## config.mk

```make
export PLATFORM = sky130hd
export DESIGN_NAME = decimal_digit_multiplier_core_flat
export DESIGN_NICKNAME = d
export VERILOG_FILES = /design/src/rtl/ddm_pkg.sv /design/src/rtl/ddm_in_if.sv /design/src/rtl/ddm_out_if.sv /design/src/rtl/decimal_digit_multiplier_core.sv /design/src/flat_wrapper.sv
export VERILOG_INCLUDE_DIRS = /design/src /design/src/rtl
export SDC_FILE = /design/constraint.sdc
export NUM_CORES = 1
export LEC_CHECK = 0
export ABC_AREA = 1
export BUFFER_PORTS_ARGS = -buffer_cell sky130_fd_sc_hd__buf_2
export CORE_AREA = 2 2 305 156
export CTS_BUF_LIST = sky130_fd_sc_hd__clkbuf_8
export CTS_CLUSTER_DIAMETER = 150
export CTS_CLUSTER_SIZE = 28
export DETAILED_ROUTE_END_ITERATION = 10
export DIE_AREA = 0 0 307 158
export PLACE_DENSITY = 0.56
export REMOVE_ABC_BUFFERS = 1
export SETUP_SLACK_MARGIN = 0.02
export SYNTH_ARGS = -nofsm -noshare
export SYNTH_HDL_FRONTEND = slang
export SYNTH_SLANG_ARGS = --single-unit
```

## constraint.sdc

```tcl
create_clock -name clk_i -period 16.7 [get_ports clk_i]
set_input_delay 1.67 -clock clk_i [delete_from_list [all_inputs] [get_ports clk_i]]
set_output_delay 1.67 -clock clk_i [all_outputs]
set_load 0.02 [all_outputs]
```

## src/rtl/decimal_digit_multiplier_core_macros.svh

```systemverilog
// Assertion macros for the decimal digit multiplier core.
// Used by decimal_digit_multiplier_core.sv; expects clk_i and rst_ni in scope.
`ifndef DECIMAL_DIGIT_MULTIPLIER_CORE_MACROS_SVH
`define DECIMAL_DIGIT_MULTIPLIER_CORE_MACROS_SVH

// Property checked on every rising edge outside reset
`define DDM_ASSERT(lbl, prop, msg) \
  lbl: assert property (@(posedge clk_i) disable iff (!rst_ni) (prop)) else $error(msg);

// Property checked on every rising edge, reset included
`define DDM_ASSERT_ALWAYS(lbl, prop, msg) \
  lbl: assert property (@(posedge clk_i) (prop)) else $error(msg);

`endif

```

## src/rtl/ddm_pkg.sv

```systemverilog
// Package for the decimal digit multiplier: field widths, commands, states
// and the divide-by-ten constants. No dependencies.
`default_nettype none

package ddm_pkg;

  localparam int unsigned CMD_W   = 2;
  localparam int unsigned DIGIT_W = 4;
  localparam int unsigned SUM_W   = 12;   // column sum incl. carry in

  // Largest value a decimal digit may take
  localparam logic [DIGIT_W-1:0] MAX_DIGIT_VAL = 4'd9;

  // Divide by ten: q = (s * RECIP) >> RECIP_SHIFT, exact for s < 2**SUM_W
  localparam int unsigned RECIP_W     = 12;
  localparam int unsigned RECIP_SHIFT = 15;
  localparam logic [RECIP_W-1:0] RECIP = 12'd3277;
  localparam int unsigned QUO_W = SUM_W + RECIP_W - RECIP_SHIFT;

  typedef enum logic [CMD_W-1:0] {
    CMD_LOAD_A = 2'd0,
    CMD_LOAD_B = 2'd1,
    CMD_MULT   = 2'd2
  } cmd_e;

  typedef enum logic [3:0] {
    ST_IDLE,
    ST_COL_INIT,
    ST_MAC,
    ST_DRAIN,
    ST_NORM,
    ST_EMIT_TOP,
    ST_EMIT_RD,
    ST_EMIT_LD,
    ST_ZERO
  } state_e;

endpackage

`default_nettype wire

```

## src/rtl/ddm_in_if.sv

```systemverilog
// Request channel of the decimal digit multiplier: command and digit.
// Depends on ddm_pkg for the field widths.
`default_nettype none

interface ddm_in_if;
  logic                         valid;
  logic                         ready;
  logic [ddm_pkg::CMD_W-1:0]    command;
  logic [ddm_pkg::DIGIT_W-1:0]  digit;

  modport source (output valid, command, digit, input ready);
  modport sink   (input valid, command, digit, output ready);
endinterface

`default_nettype wire

```

## src/rtl/ddm_out_if.sv

```systemverilog
// Result channel of the decimal digit multiplier: product digit and last flag.
// Depends on ddm_pkg for the field widths.
`default_nettype none

interface ddm_out_if;
  logic                         valid;
  logic                         ready;
  logic [ddm_pkg::DIGIT_W-1:0]  product_digit;
  logic                         last_digit;

  modport source (output valid, product_digit, last_digit, input ready);
  modport sink   (input valid, product_digit, last_digit, output ready);
endinterface

`default_nettype wire

```

## src/rtl/decimal_digit_multiplier_core.sv

```systemverilog
// Decimal digit multiplier core: operand and column memories with a sequencer.
// Depends on ddm_pkg, ddm_in_if, ddm_out_if and the core macros header.
//
// Usage: requests arrive on in_i. Command LOAD_A / LOAD_B appends a digit
// (most significant first) to operand A / B, one request per cycle while idle;
// a digit above nine or an append to a full operand is dropped. Command MULT
// forms the product and returns its digits on out_o, most significant first,
// with last_digit set on the final one. An empty operand returns a single 0.
// Both operand lengths are cleared by MULT.
// During MULT the column walk reads one digit product per cycle through the
// single read port of each operand memory, with a setup, a drain and a
// divide-by-ten step per column. Each product digit is then read from the
// column memory before it is loaded into the output register; the top carry
// digit needs no read. in_i.ready is low from MULT until its final digit
// is in the output register. out_o is driven from an output register; when
// the receiver stalls, the sequencer holds in its emit states and resumes
// as the register drains. Reset (rst_ni low) clears both lengths and empties
// the output register; no clearing pass.
// Entries of the operand memories are only used below their lengths, and
// writes happen only while idle, so no forwarding is needed.
`default_nettype none

module decimal_digit_multiplier_core #(
  parameter int unsigned MAX_DIGITS = 16
) (
  input  wire logic  clk_i,
  input  wire logic  rst_ni,
  ddm_in_if.sink     in_i,
  ddm_out_if.source  out_o
);

  `include "decimal_digit_multiplier_core_macros.svh"

  localparam int unsigned COLS  = 2 * MAX_DIGITS;
  localparam int unsigned IDX_W = (MAX_DIGITS > 1) ? $clog2(MAX_DIGITS) : 1;
  localparam int unsigned LEN_W = $clog2(MAX_DIGITS + 1);
  localparam int unsigned COL_W = $clog2(COLS);
  localparam int unsigned CNT_W = COL_W + 1;
  localparam int unsigned DW    = ddm_pkg::DIGIT_W;
  localparam int unsigned SW    = ddm_pkg::SUM_W;
  localparam int unsigned PRD_W = ddm_pkg::SUM_W + ddm_pkg::RECIP_W;

  // Memories
  logic [DW-1:0] mem_a [MAX_DIGITS];
  logic [DW-1:0] mem_b [MAX_DIGITS];
  logic [DW-1:0] mem_c [COLS];

  ddm_pkg::state_e state_q, state_d;
  logic [LEN_W-1:0] len_a_q, len_a_d, len_b_q, len_b_d;
  logic [COL_W-1:0] c_q, c_d, last_col_q, last_col_d;
  logic [IDX_W-1:0] m_q, m_d, m_hi_q, m_hi_d;
  logic [SW-1:0]    acc_q, acc_d, carry_q, carry_d;
  logic             mac_vld_q, mac_vld_d;
  logic             out_vld_q, out_vld_d;
  logic [DW-1:0]    out_digit_q, out_digit_d;
  logic             out_last_q, out_last_d;
  logic [DW-1:0]    a_rd_q, b_rd_q, c_rd_q;

  logic             in_fire, out_free;
  logic             wr_a, wr_b, wr_c;
  logic [IDX_W-1:0] n_idx;
  logic [CNT_W-1:0] la_x, lb_x, c_x, m_lo_x, m_hi_x;
  logic [2*DW-1:0]  prod;
  logic [PRD_W-1:0] recip_prod;
  logic [ddm_pkg::QUO_W-1:0] quo;
  logic [SW-1:0]    quo_ten, rem_full;
  logic [DW-1:0]    rem;

  assign in_i.ready          = (state_q == ddm_pkg::ST_IDLE);
  assign in_fire             = in_i.valid && in_i.ready;
  assign out_free            = !out_vld_q || out_o.ready;
  assign out_o.valid         = out_vld_q;
  assign out_o.product_digit = out_digit_q;
  assign out_o.last_digit    = out_last_q;

  // Appends write the operand memories
  assign wr_a = in_fire && (in_i.command == ddm_pkg::CMD_LOAD_A)
             && (in_i.digit <= ddm_pkg::MAX_DIGIT_VAL)
             && (len_a_q < LEN_W'(MAX_DIGITS));
  assign wr_b = in_fire && (in_i.command == ddm_pkg::CMD_LOAD_B)
             && (in_i.digit <= ddm_pkg::MAX_DIGIT_VAL)
             && (len_b_q < LEN_W'(MAX_DIGITS));
  assign wr_c = (state_q == ddm_pkg::ST_NORM);

  // Product range of the current column c: m in [max(0,c-lb), min(la,c)-1]
  assign la_x   = CNT_W'(len_a_q);
  assign lb_x   = CNT_W'(len_b_q);
  assign c_x    = CNT_W'(c_q);
  assign m_lo_x = (c_x > lb_x) ? (c_x - lb_x) : '0;
  assign m_hi_x = (la_x < c_x) ? (la_x - CNT_W'(1)) : (c_x - CNT_W'(1));
  assign n_idx  = IDX_W'(c_x - CNT_W'(1) - CNT_W'(m_q));

  // Digit product of the data read last cycle
  assign prod = (2*DW)'(a_rd_q) * (2*DW)'(b_rd_q);

  // Divide by ten through a reciprocal
  assign recip_prod = PRD_W'(acc_q) * PRD_W'(ddm_pkg::RECIP);
  assign quo        = recip_prod[ddm_pkg::RECIP_SHIFT +: ddm_pkg::QUO_W];
  assign quo_ten    = (SW'(quo) << 3) + (SW'(quo) << 1);
  assign rem_full   = acc_q - quo_ten;
  assign rem        = rem_full[DW-1:0];

  // Memory ports
  always_ff @(posedge clk_i) begin
    if (wr_a) begin
      mem_a[len_a_q[IDX_W-1:0]] <= in_i.digit;
    end
    if (wr_b) begin
      mem_b[len_b_q[IDX_W-1:0]] <= in_i.digit;
    end
    if (wr_c) begin
      mem_c[c_q] <= rem;
    end
    a_rd_q <= mem_a[m_q];
    b_rd_q <= mem_b[n_idx];
    c_rd_q <= mem_c[c_q];
  end

  // Next state and datapath control
  always_comb begin
    state_d     = state_q;
    len_a_d     = len_a_q;
    len_b_d     = len_b_q;
    c_d         = c_q;
    last_col_d  = last_col_q;
    m_d         = m_q;
    m_hi_d      = m_hi_q;
    acc_d       = acc_q;
    carry_d     = carry_q;
    mac_vld_d   = 1'b0;
    out_vld_d   = out_vld_q && !out_o.ready;
    out_digit_d = out_digit_q;
    out_last_d  = out_last_q;

    unique case (state_q)
      ddm_pkg::ST_IDLE: begin
        if (wr_a) begin
          len_a_d = len_a_q + LEN_W'(1);
        end
        if (wr_b) begin
          len_b_d = len_b_q + LEN_W'(1);
        end
        if (in_fire && (in_i.command == ddm_pkg::CMD_MULT)) begin
          if ((len_a_q == '0) || (len_b_q == '0)) begin
            len_a_d = '0;
            len_b_d = '0;
            state_d = ddm_pkg::ST_ZERO;
          end else begin
            last_col_d = COL_W'(la_x + lb_x - CNT_W'(1));
            c_d        = COL_W'(la_x + lb_x - CNT_W'(1));
            carry_d    = '0;
            state_d    = ddm_pkg::ST_COL_INIT;
          end
        end
      end
      ddm_pkg::ST_COL_INIT: begin
        m_d     = IDX_W'(m_lo_x);
        m_hi_d  = IDX_W'(m_hi_x);
        acc_d   = carry_q;
        state_d = ddm_pkg::ST_MAC;
      end
      ddm_pkg::ST_MAC: begin
        mac_vld_d = 1'b1;
        if (mac_vld_q) begin
          acc_d = acc_q + SW'(prod);
        end
        if (m_q == m_hi_q) begin
          state_d = ddm_pkg::ST_DRAIN;
        end else begin
          m_d = m_q + IDX_W'(1);
        end
      end
      ddm_pkg::ST_DRAIN: begin
        acc_d   = acc_q + SW'(prod);
        state_d = ddm_pkg::ST_NORM;
      end
      ddm_pkg::ST_NORM: begin
        carry_d = SW'(quo);
        if (c_q == COL_W'(1)) begin
          len_a_d = '0;
          len_b_d = '0;
          state_d = (quo != '0) ? ddm_pkg::ST_EMIT_TOP : ddm_pkg::ST_EMIT_RD;
        end else begin
          c_d     = c_q - COL_W'(1);
          state_d = ddm_pkg::ST_COL_INIT;
        end
      end
      ddm_pkg::ST_EMIT_TOP: begin
        if (out_free) begin
          out_vld_d   = 1'b1;
          out_digit_d = carry_q[DW-1:0];
          out_last_d  = 1'b0;
          state_d     = ddm_pkg::ST_EMIT_RD;
        end
      end
      ddm_pkg::ST_EMIT_RD: begin
        state_d = ddm_pkg::ST_EMIT_LD;
      end
      ddm_pkg::ST_EMIT_LD: begin
        if (out_free) begin
          out_vld_d   = 1'b1;
          out_digit_d = c_rd_q;
          out_last_d  = (c_q == last_col_q);
          if (c_q == last_col_q) begin
            state_d = ddm_pkg::ST_IDLE;
          end else begin
            c_d     = c_q + COL_W'(1);
            state_d = ddm_pkg::ST_EMIT_RD;
          end
        end
      end
      ddm_pkg::ST_ZERO: begin
        if (out_free) begin
          out_vld_d   = 1'b1;
          out_digit_d = '0;
          out_last_d  = 1'b1;
          state_d     = ddm_pkg::ST_IDLE;
        end
      end
      default: begin
        state_d = ddm_pkg::ST_IDLE;
      end
    endcase
  end

  // Control registers
  always_ff @(posedge clk_i or negedge rst_ni) begin
    if (!rst_ni) begin
      state_q   <= ddm_pkg::ST_IDLE;
      len_a_q   <= '0;
      len_b_q   <= '0;
      mac_vld_q <= 1'b0;
      out_vld_q <= 1'b0;
    end else begin
      state_q   <= state_d;
      len_a_q   <= len_a_d;
      len_b_q   <= len_b_d;
      mac_vld_q <= mac_vld_d;
      out_vld_q <= out_vld_d;
    end
  end

  // Datapath registers
  always_ff @(posedge clk_i) begin
    c_q         <= c_d;
    last_col_q  <= last_col_d;
    m_q         <= m_d;
    m_hi_q      <= m_hi_d;
    acc_q       <= acc_d;
    carry_q     <= carry_d;
    out_digit_q <= out_digit_d;
    out_last_q  <= out_last_d;
  end

  // Assertions
  `DDM_ASSERT(a_len_bound, (len_a_q <= LEN_W'(MAX_DIGITS)) && (len_b_q <= LEN_W'(MAX_DIGITS)), "operand length beyond capacity")
  `DDM_ASSERT(a_mac_range, (state_q == ddm_pkg::ST_MAC) |-> (m_q <= m_hi_q), "product index past column range")
  `DDM_ASSERT(a_mac_src, mac_vld_q |-> ($past(state_q) == ddm_pkg::ST_MAC), "accumulate without a read issued")
  `DDM_ASSERT(a_rem_digit, (state_q == ddm_pkg::ST_NORM) |-> (rem_full < SW'(10)), "divide by ten remainder out of range")
  `DDM_ASSERT(a_emit_cleared, (state_q == ddm_pkg::ST_EMIT_RD) |-> ((len_a_q == '0) && (len_b_q == '0)), "operand lengths not cleared before emission")

endmodule

`default_nettype wire
```

## src/flat_wrapper.sv

```systemverilog
// flat-port wrapper written by rule: the top's interface ports become plain ports
module decimal_digit_multiplier_core_flat 
#(
  parameter int unsigned MAX_DIGITS = 16
)
  (clk_i, rst_ni, in_i_valid, in_i_command, in_i_digit, in_i_ready, out_o_valid, out_o_product_digit, out_o_last_digit, out_o_ready);
  ddm_in_if in_i_i ();
  ddm_out_if out_o_i ();
  input  wire logic clk_i;
  input  wire logic rst_ni;
  input wire logic [$bits(in_i_i.valid)-1:0] in_i_valid;
  input wire logic [$bits(in_i_i.command)-1:0] in_i_command;
  input wire logic [$bits(in_i_i.digit)-1:0] in_i_digit;
  output wire logic [$bits(in_i_i.ready)-1:0] in_i_ready;
  output wire logic [$bits(out_o_i.valid)-1:0] out_o_valid;
  output wire logic [$bits(out_o_i.product_digit)-1:0] out_o_product_digit;
  output wire logic [$bits(out_o_i.last_digit)-1:0] out_o_last_digit;
  input wire logic [$bits(out_o_i.ready)-1:0] out_o_ready;
  assign in_i_i.valid = in_i_valid;
  assign in_i_i.command = in_i_command;
  assign in_i_i.digit = in_i_digit;
  assign in_i_ready = in_i_i.ready;
  assign out_o_valid = out_o_i.valid;
  assign out_o_product_digit = out_o_i.product_digit;
  assign out_o_last_digit = out_o_i.last_digit;
  assign out_o_i.ready = out_o_ready;
  decimal_digit_multiplier_core #(.MAX_DIGITS(MAX_DIGITS)) u_core (.clk_i(clk_i), .rst_ni(rst_ni), .in_i(in_i_i), .out_o(out_o_i));
endmodule
```

==> results of run 1 <==
[worst max-delay path: cells and delay by family, from the launching register on]
family                   cells  cell delay (ns)
AND/OR/NAND/NOR              6             0.53
adder cells (fa/ha/maj)      7             3.15
buffers and inverters        8             1.21
flip-flops                   1             0.61
[through the flow]
stage / area [um^2] / util [%] / hold slack (ns)
global route: 19200 / 41.6 / 0.543
finish: 19200 / 41.6 / 0.535
floorplan: 18000 / - / 0.479
global placement: 18900 / 41.1 / 0.514
CTS: 19200 / 41.6 / 0.531
detailed placement: 18900 / 41.1 / 0.511
[cells by family after synthesis]
family          count (synthesis)  share of synthesized area, %
fa+ha+maj                     191                          15.2
simple gates                  546                          12.3
flops                         328                          53.1
mux                            29                          1.69
xor+xnor                       34                          1.82
buf+inv                       309                          6.46
compound gates                296                          9.50
[synthesized netlist by cell type (all sizes together), types with 2 or more instances]
cell type  number
a21o            2
a21oi          62
a221oi          8
buf             9
clkbuf         40
dfrtp          16
dfxtp          12
edfxtp        300
fa             49
ha            142
inv           260
mux2           13
mux2i          16
nand2         241
nand3          37
nand3b          2
nand4           6
nor2          240
nor3           13
nor4            3
o211ai         20
o21a            3
o21ai         136
o21bai          2
o221ai          2
o22ai          35
o31ai           4
o32ai          16
or2             4
xnor2          11
xor2           23
[flip-flops by register name (all words and copies together) (netlist names), 4 cells and up]
register and cells:
u_core.state_q 4, u_core.mem_c 128, u_core.c_q 5, u_core.mem_b 64, u_core.b_rd_q 4, u_core.mem_a 64
u_core.len_a_q 5, u_core.m_hi_q 4, u_core.c_rd_q 4, u_core.acc_q 12, u_core.last_col_q 5, u_core.out_o.product_digit 4
u_core.m_q 4, u_core.carry_q 9, u_core.len_b_q 5, u_core.a_rd_q 4
[per-layer routing]
metal	part of all wire (%)	up-vias	track usage [%]
met5	0.025	-	0
met4	0.87	2	2.04
met3	7.4	26	2.97
met2	36	377	23.8
met1	55	5841	32.8
li1	-	5862	-
[area by class of cell]
| class | count | area (um^2) | area share, % |
|---|---|---|---|
| Tap cell | 609 | 762 | 3.97 |
| Sequential cell | 328 | 9650 | 50.3 |
| Clock buffer | 15 | 206 | 1.08 |
| Timing Repair Buffer | 26 | 155 | 0.809 |
| Multi-Input combinational cell | 1096 | 7390 | 38.5 |
| Inverter | 260 | 976 | 5.09 |
| Clock inverter | 11 | 50.0 | 0.261 |
[final timing paths]
check,from,end,slack [ns],cells past startpoint
worst max-delay path,u_core.acc_q[3]$_DFFE_PP_,u_core.mem_c[13][1]$_DFFE_PP_,10.82,21
worst min-delay path,u_core.carry_q[8]$_SDFFCE_PN0P_,u_core.acc_q[8]$_DFFE_PP_,0.54,2
worst max register to register,u_core.acc_q[3]$_DFFE_PP_,u_core.mem_c[13][1]$_DFFE_PP_,10.82,21
worst min register to register,u_core.carry_q[8]$_SDFFCE_PN0P_,u_core.acc_q[8]$_DFFE_PP_,0.54,2
max in group asynchronous,rst_ni,u_core.state_q[2]$_DFFE_PN0P_,15.36,1
min in group asynchronous,rst_ni,u_core.len_b_q[0]$_DFFE_PN0P_,0.98,1
==> results by group, run 1 <==
Drt
  • Post-DR vias/cell: approximately 5.2
  • Final WL: approximately 45000 um
  • Final antenna-violating net count: 0
  • Initial DRC count: 1219
  • Remaining DRCs: 0
  • Via count: 12108
  • DRT Pass-1 Iters: 5
  • Routed length per instance: 19.1 um

Timing
  • Final Max Tran Viols: 0
  • RSZ-0062 raised after global routing: false
  • Relative slew slack: 27.4%
  • Period utilization: 35.2%
  • Crit path time final: ~5.9 ns
  • Setup WS post-layout: between 10 and 15 ns
  • Final Hold Fails: 0
  • Fin Setup TNS: 0 ns
  • FMAX: 170 MHz
  • Setup Viol. Count Final: 0
  • Clk_skew: 0.0367 ns
  • Worst-margin pin slew: 1.09 ns

Clock tree
  • Clock Tree Root: clkbuf_8
  • Post-CTS Resized: 0
  • Clk_lat worst skew: 0.60 ns
  • Num CTS Buffers: 15
  • Clock Tree Buf Depth: 3
  • CTS clk-pin slew, worst paths: ~0.17 ns
  • CTS tree: yes
  • Setup Fix Bufs, Post-CTS: 0
  • # H-tree levels: 1
  • Sink Count: 328
  • Hold buffer count at cts: 0

Worst setup path
  • Critical Path Start Type: register
  • Req. time, crit path: about 17 ns
  • Crit-path cells: ha_1, inv_1, fa_1, inv_1, fa_1, fa_1, inv_1, fa_1, inv_1, ha_1, nand2_1, inv_1, nand2_1, nand3_1, inv_1, nand2_1, nand2_1, nand2_1, inv_1, ha_1, inv_1
  • Slowest cell delay on critical path: 0.75 ns
  • Crit end category: register
  • CP max FO: 32
  • Kind of critical path: register to register
  • Worst EP arrival: a little over 6 ns
  • Most frequent cell on the critical path: inv_1
  • CP max stage cell: inv_1

Die
  • Row cnt: 56
  • Io pins: 17
  • Height of the die: 158 um
  • Placeable Area: 46100 um^2
  • DIE AREA: a little under 50000 um^2
  • Die W: 307 um
  • Initial Util: between 30% and 40%

Synth
  • Post-Syn Area: roughly 18000 um^2
  • Cell taking the most area after synthesis: edfxtp_1
  • Top FF cell, synth: edfxtp_1
  • Synth area leaders: edfxtp_1 50%, ha_1 9.8%, fa_1 5.4%
  • Post-Syn Area per Cell: 10.5 um^2
  • Yosys Warn Count: 0
  • Share of the synthesized area in the top cell type: 49.5%
  • Seq cells post-synth: 328
  • Sequential element share of the synthesized area: 53.1%
  • Synth cell types: 52
  • Post-synth EDFFs: 300
  • Post-synth ARST share: 4.88%
  • Post-Synthesis Cells: 1733

Final layout
  • ANT cells: 0
  • Filler cells: around 4400
  • Fraction of layout cells with a size suffix above 1: around 5.2%
  • Finished Layout Cells: 2345
  • Most common cell after layout, fill and taps aside: edfxtp_1
  • Fin nets: 1928
  • Commonest non-fill, non-tap cells in the layout: 300 x edfxtp_1, 260 x inv_1, 236 x nand2_1, 232 x nor2_1, 142 x ha_1
  • P&R area growth vs syn: 5.48%

Global route
  • Vias in the first global route: roughly 11000
  • Largest net degree at the start of global routing: 71
  • Global-route wire length before repair: 69100 um
  • Global-route usage over all layers: between 10% and 20%
  • Initial antenna violation count: 3
  • GRT overflow: 0

Placed design
  • Placed cells: 2319
  • Port bufs: 16
  • DP HPWL: 33200 um
  • Pre-CTS setup slack: approximately 11 ns
  • Routability cong.: 0.901

Flow run
  • Max Cap Viol: 0

Outcome
  • Outcome: finished, final reports clean

Worst hold path
  • Hold crit path type: register to register
Power of run 1 is left out: the tool's default activity adds up to more than one toggle a clock period on the data nets, which glitch-free logic cannot reach.
==> inputs of run 2 (changes only) <==
PLACE_DENSITY = 0.58   (was 0.56)
clock period = 4.95 ns   (was 16.7 ns; I/O delays follow)
==> run 2 against run 1 <==
  * The flow now finishes with violations (negative setup slack)
  * Clock skew increased by 0.0019 ns
  * Global-route usage increased by 0.35 points
  * Cell area increased by 6.9%
  * Sequential cell count unchanged
  * Utilization increased by 2.9 points
  * Setup slack got worse by 11 ns
  * Via count increased by 4.7%
  * Sequential share of layout area decreased by 3.3 points
==> results by group, run 2 (synthesis results as in run 1) <==
Die
  • DIE AREA: slightly below 50000 um^2
  • Placeable Area: 46100 um^2
  • Io pins: 17
  • Row cnt: 56
  • Initial Util: 39.5%
  • Die W: just over 300 um
  • Height of the die: 158 um

Timing
  • FMAX: 190 MHz
  • Setup Viol. Count Final: 65
  • Relative slew slack: around 23%
  • Setup WS post-layout: -0.312 ns
  • Crit path time final: ~5.3 ns
  • Final Hold Fails: 0
  • Fin Setup TNS: -11.33 ns
  • Final Max Tran Viols: 0
  • RSZ-0062 raised after global routing: true
  • Clk_skew: roughly 0.039 ns
  • Period utilization: 106%
  • Worst-margin pin slew: about 1.1 ns

Global route
  • GR peak layer: met1
  • Global-route wire length before repair: 71400 um
  • Initial antenna violation count: 2
  • GR Layer Usage met1: a little under a third
  • Global-route usage over all layers: 19.1%
  • Largest net degree at the start of global routing: between 70 and 80
  • Met3 GRT Util: 4.11%
  • Met2 GRT Util: about a quarter
  • Vias in the first global route: 12191
  • GRT overflow: 0

Placed design
  • Placed cells: 2389
  • Port bufs: 16
  • DP HPWL: approximately 33000 um
  • Routability cong.: between 0.9 and 1

Final layout
  • Commonest non-fill, non-tap cells in the layout: 300 x edfxtp_1, 250 x inv_1, 224 x nor2_1, 218 x nand2_1, 135 x o21ai_0
  • Post-route core utilization: between 40% and 50%
  • Filler cells: roughly 4400
  • Fraction of layout cells with a size suffix above 1: 13.9%
  • Fin nets: a little over 2000
  • P&R area growth vs syn: 12.8%
  • ANT cells: 0
  • Most common cell after layout, fill and taps aside: edfxtp_1
  • Biggest register: u_core.mem_c
  • Finished Layout Cells: 2444
  • Max reg flops: 128

Outcome
  • Outcome: finished, violations left
  • Failing checks: negative setup slack

Clock tree
  • Num CTS Buffers: 15
  • CTS tree: yes
  • Clock Tree Root: clkbuf_8
  • Clk_lat worst skew: 0.61 ns
  • # H-tree levels: 1
  • Sink Count: 328
  • Clock Tree Buf Depth: 3
  • CTS clk-pin slew, worst paths: 0.19 ns

Worst setup path
  • Req. time, crit path: 5.40 ns
  • Kind of critical path: register to register
  • Critical Path Start Type: register
  • CP max FO: 3
  • Terminus of the critical flop-to-flop path: u_core.carry_q[1]$_SDFFCE_PN0P_
  • Setup crit start: u_core.acc_q[3]$_DFFE_PP_
  • Reg2reg start: u_core.acc_q[3]$_DFFE_PP_
  • R2R Setup Slk: -0.31 ns
  • Worst EP arrival: 5.71 ns
  • Worst reg-to-reg path cell count: 26
  • Crit end category: register

Drt
  • Remaining DRCs: 0
  • Final antenna-violating net count: 0
  • Post-DR vias/cell: 5.19
  • Routed length per instance: 19.0 um
  • Via count: 12677
  • Final WL: 46500 um
  • DRT Pass-1 Iters: 5
  • Initial DRC count: 1203

Worst hold path
  • Hold path cells: 4
  • Min-delay src: out_o_ready
  • Hold Path End: u_core.out_o.valid$_DFF_PN0_
  • Hold crit path type: input pin to register

Flow run
  • Max Cap Viol: 0
[run 2: what timing repair did]
| action | 4_1_cts | 5_1_grt |
|---|---|---|
| hold buffers | 1 | 0 |
| pin swaps | 38 | 21 |
| cloned | 3 | 3 |
| buffers inserted | 18 | 5 |
| setup endpoints to repair | 98 | 99 |
| resized for setup | 54 | 42 |
| endpoints found under the hold margin | 16 | 0 |
[run 2: layer usage]
layer / routed length, um / share of wire (%)
met2: 17800 / 38
met1: 24700 / 53
met5: 13 / 0.028
met4: 392 / 0.84
met3: 3630 / 7.8
[run 2: worst max-delay path by stage]
stage                     slack (ns)                               to
after global routing           -0.54    u_core.mem_c[24][3]$_DFFE_PP_
after detailed placement       -0.37    u_core.mem_c[31][3]$_DFFE_PP_
after floorplan                -0.76     u_core.mem_c[0][3]$_DFFE_PP_
after CTS                      -0.29    u_core.mem_c[12][3]$_DFFE_PP_
after global placement         -0.35     u_core.mem_c[8][3]$_DFFE_PP_
final                          -0.31  u_core.carry_q[1]$_SDFFCE_PN0P_
[run 2: final cells by class]
cell class,instances,area (um^2),share of cell area (%)
repair buffers,125,1080,5.26
multi-input cells,1096,7790,38.0
flip-flops and latches,328,9650,47.0
well taps,609,762,3.71
inverters,260,976,4.76
clock buffers,15,206,1.01
clock inverters,11,50.0,0.244
[run 2: through the flow]
step	hold slack, ns	worst slack, ns	instance area [um^2]
2_1_floorplan	0.199	-0.760	18000
3_3_place_gp	0.467	-0.346	19500
3_5_place_dp	0.480	-0.367	19500
4_1_cts	0.295	-0.294	20200
5_1_grt	0.313	-0.544	20500
6_report	0.316	-0.312	20500
[run 2: worst max-delay path: stages, from the launching register on]
cell and delay, ns:
edfxtp_1 0.49, buf_6 0.16, ha_4 0.26, inv_2 0.03
fa_1 0.48, fa_1 0.54, inv_1 0.05, fa_1 0.47
fa_1 0.58, ha_4 0.23, nand2_4 0.10, nor2_4 0.05
inv_2 0.05, nor2_2 0.04, nor2_2 0.13, buf_4 0.14
nand3_4 0.07, buf_4 0.14, buf_4 0.12, buf_4 0.12
buf_4 0.12, buf_4 0.12, buf_4 0.12, buf_4 0.12
buf_4 0.12, buf_4 0.13, a21oi_4 0.16
Power of run 2 is left out for the same reason.
==> inputs of run 3 (changes only) <==
RECOVER_POWER = 25   (was default)
==> run 3 against run 2 <==
  * The run ends with max-capacitance violations, max-slew violations, negative setup slack left
  * Maximum frequency barely moved
  * Critical path type unchanged
  * Sequential share of layout area hardly changed
  * Global-route usage did not move
  * Sequential cell count stayed put
  * Utilization about the same
  * Largest cell class unchanged
==> results by group, run 3 (synthesis results as in run 1) <==
Global route
  • Largest net degree at the start of global routing: 71
  • Initial antenna violation count: 2
  • GRT overflow: 0
  • Global-route wire length before repair: ~71000 um
  • Global-route usage over all layers: 19.1%
  • Vias in the first global route: about 12000

Timing
  • Final Max Tran Viols: 135
  • Setup Viol. Count Final: 65
  • Relative slew slack: -17.7%
  • Crit path time final: 5.27 ns
  • Setup WS post-layout: -0.315 ns
  • Fin Setup TNS: -11.54 ns
  • Period utilization: 106%
  • Worst-margin pin slew: ~1.8 ns
  • FMAX: around 190 MHz
  • Clk_skew: 0.0349 ns
  • Final Hold Fails: 0
  • RSZ-0062 raised after global routing: true

Final layout
  • Commonest non-fill, non-tap cells in the layout: 300 x edfxtp_1, 250 x inv_1, 224 x nor2_1, 218 x nand2_1, 135 x o21ai_0
  • Fin nets: around 2000
  • Max reg flops: roughly 130
  • Finished Layout Cells: 2444
  • Fraction of layout cells with a size suffix above 1: 13.6%
  • ANT cells: 0
  • Most common cell after layout, fill and taps aside: edfxtp_1
  • Biggest register: u_core.mem_c
  • P&R area growth vs syn: 12.7%

Worst setup path
  • CP max FO: 3
  • Crit end category: register
  • Critical Path Start Type: register
  • Req. time, crit path: approximately 5.4 ns
  • Worst EP arrival: 5.72 ns
  • Kind of critical path: register to register

Drt
  • Initial DRC count: ~1200
  • Remaining DRCs: 0
  • DRT Pass-1 Iters: 5
  • Routed length per instance: 19.0 um
  • Final WL: 46500 um
  • Post-DR vias/cell: 5.16
  • Final antenna-violating net count: 0
  • Via count: 12615

Die
  • Height of the die: about 160 um
  • Row cnt: between 50 and 60
  • Io pins: 17
  • Die W: 307 um
  • Initial Util: 39.5%
  • Placeable Area: 46100 um^2
  • DIE AREA: 48500 um^2

Placed design
  • Port bufs: 16
  • Routability cong.: 0.946
  • Placed cells: 2389
  • DP HPWL: 33300 um

Clock tree
  • CTS clk-pin slew, worst paths: 0.19 ns
  • Sink Count: 328
  • # H-tree levels: 1
  • Clock Tree Root: clkbuf_8
  • Num CTS Buffers: 15
  • Clock Tree Buf Depth: 3
  • Clk_lat worst skew: between 0.6 and 0.7 ns
  • CTS tree: yes

Flow run
  • Max Cap Viol: 4

Outcome
  • Failing checks: max-capacitance violations, max-slew violations, negative setup slack
  • Outcome: finished, violations left

Worst hold path
  • Hold crit path type: input pin to register
-- run 3: cell types whose count changed in the layout (fill, tap and decap cells not counted), sizes merged --
cell | previous run | this run
buf | 122 | 117
clkbuf | 17 | 22
-- run 3: path summary, 6_finish.rpt --
path,end,slack (ns),cells after the start,startpoint
worst max register to register,u_core.carry_q[1]$_SDFFCE_PN0P_,-0.32,26,u_core.acc_q[7]$_DFFE_PP_
max in group asynchronous,u_core.len_a_q[3]$_DFFE_PN0P_,3.51,2,rst_ni
worst min-delay path,u_core.out_o.valid$_DFF_PN0_,0.31,4,out_o_ready
min in group asynchronous,u_core.len_b_q[1]$_DFFE_PN0P_,0.71,2,rst_ni
worst min register to register,u_core.out_o.product_digit[1]$_DFFE_PP_,0.56,2,u_core.c_rd_q[1]$_DFF_P_
worst max-delay path,u_core.carry_q[1]$_SDFFCE_PN0P_,-0.32,26,u_core.acc_q[7]$_DFFE_PP_
-- run 3: layer usage --
| metal | GRT usage (%) | wire length [um] | part of all wire, % | vias up |
|---|---|---|---|---|
| met4 | 2.09 | 378 | 0.81 | 2 |
| met5 | 0 | 13 | 0.028 | - |
| met2 | 25.3 | 17700 | 38 | 369 |
| met3 | 4.11 | 3630 | 7.8 | 32 |
| li1 | - | - | - | 6047 |
| met1 | 31.8 | 24800 | 53 | 6165 |
-- run 3: area by class of cell --
cell class,count,area [um^2]
Inverter,260,976
Clock inverter,11,50.0
Clock buffer,15,206
Fill cell,4366,25600
Multi-Input combinational cell,1096,7790
Tap cell,609,762
Timing Repair Buffer,125,1070
Sequential cell,328,9650
-- run 3: timing repair --
item	CTS	global route
setup buffers	18	5
setup endpoints to repair	98	99
hold buffers	1	0
pin swaps	38	21
endpoints found under the hold margin	16	0
gates resized for setup	54	42
gates cloned	3	3
-- run 3: through the flow --
stage / hold WS, ns / area [um^2] / utilization, % / worst slack [ns]
finish: 0.311 / 20500 / 44.5 / -0.315
global placement: 0.467 / 19500 / 42.3 / -0.346
global route: 0.313 / 20500 / 44.5 / -0.544
detailed placement: 0.480 / 19500 / 42.3 / -0.367
floorplan: 0.199 / 18000 / - / -0.760
CTS: 0.295 / 20200 / 43.9 / -0.294
-- run 3: worst max-delay path, cell delays in order, from the launching register on --
cell	delay, ns
edfxtp_1	0.45
buf_6	0.14
ha_1	0.28
inv_2	0.05
fa_1	0.51
fa_1	0.54
inv_1	0.05
fa_1	0.47
fa_1	0.58
ha_4	0.23
nand2_4	0.10
nor2_4	0.05
inv_2	0.05
nor2_2	0.04
nor2_2	0.13
buf_4	0.14
nand3_4	0.07
buf_4	0.14
buf_4	0.12
buf_4	0.12
buf_4	0.12
buf_4	0.12
buf_4	0.12
buf_4	0.12
buf_4	0.12
buf_4	0.13
a21oi_4	0.16
Power of run 3 is left out for the same reason.
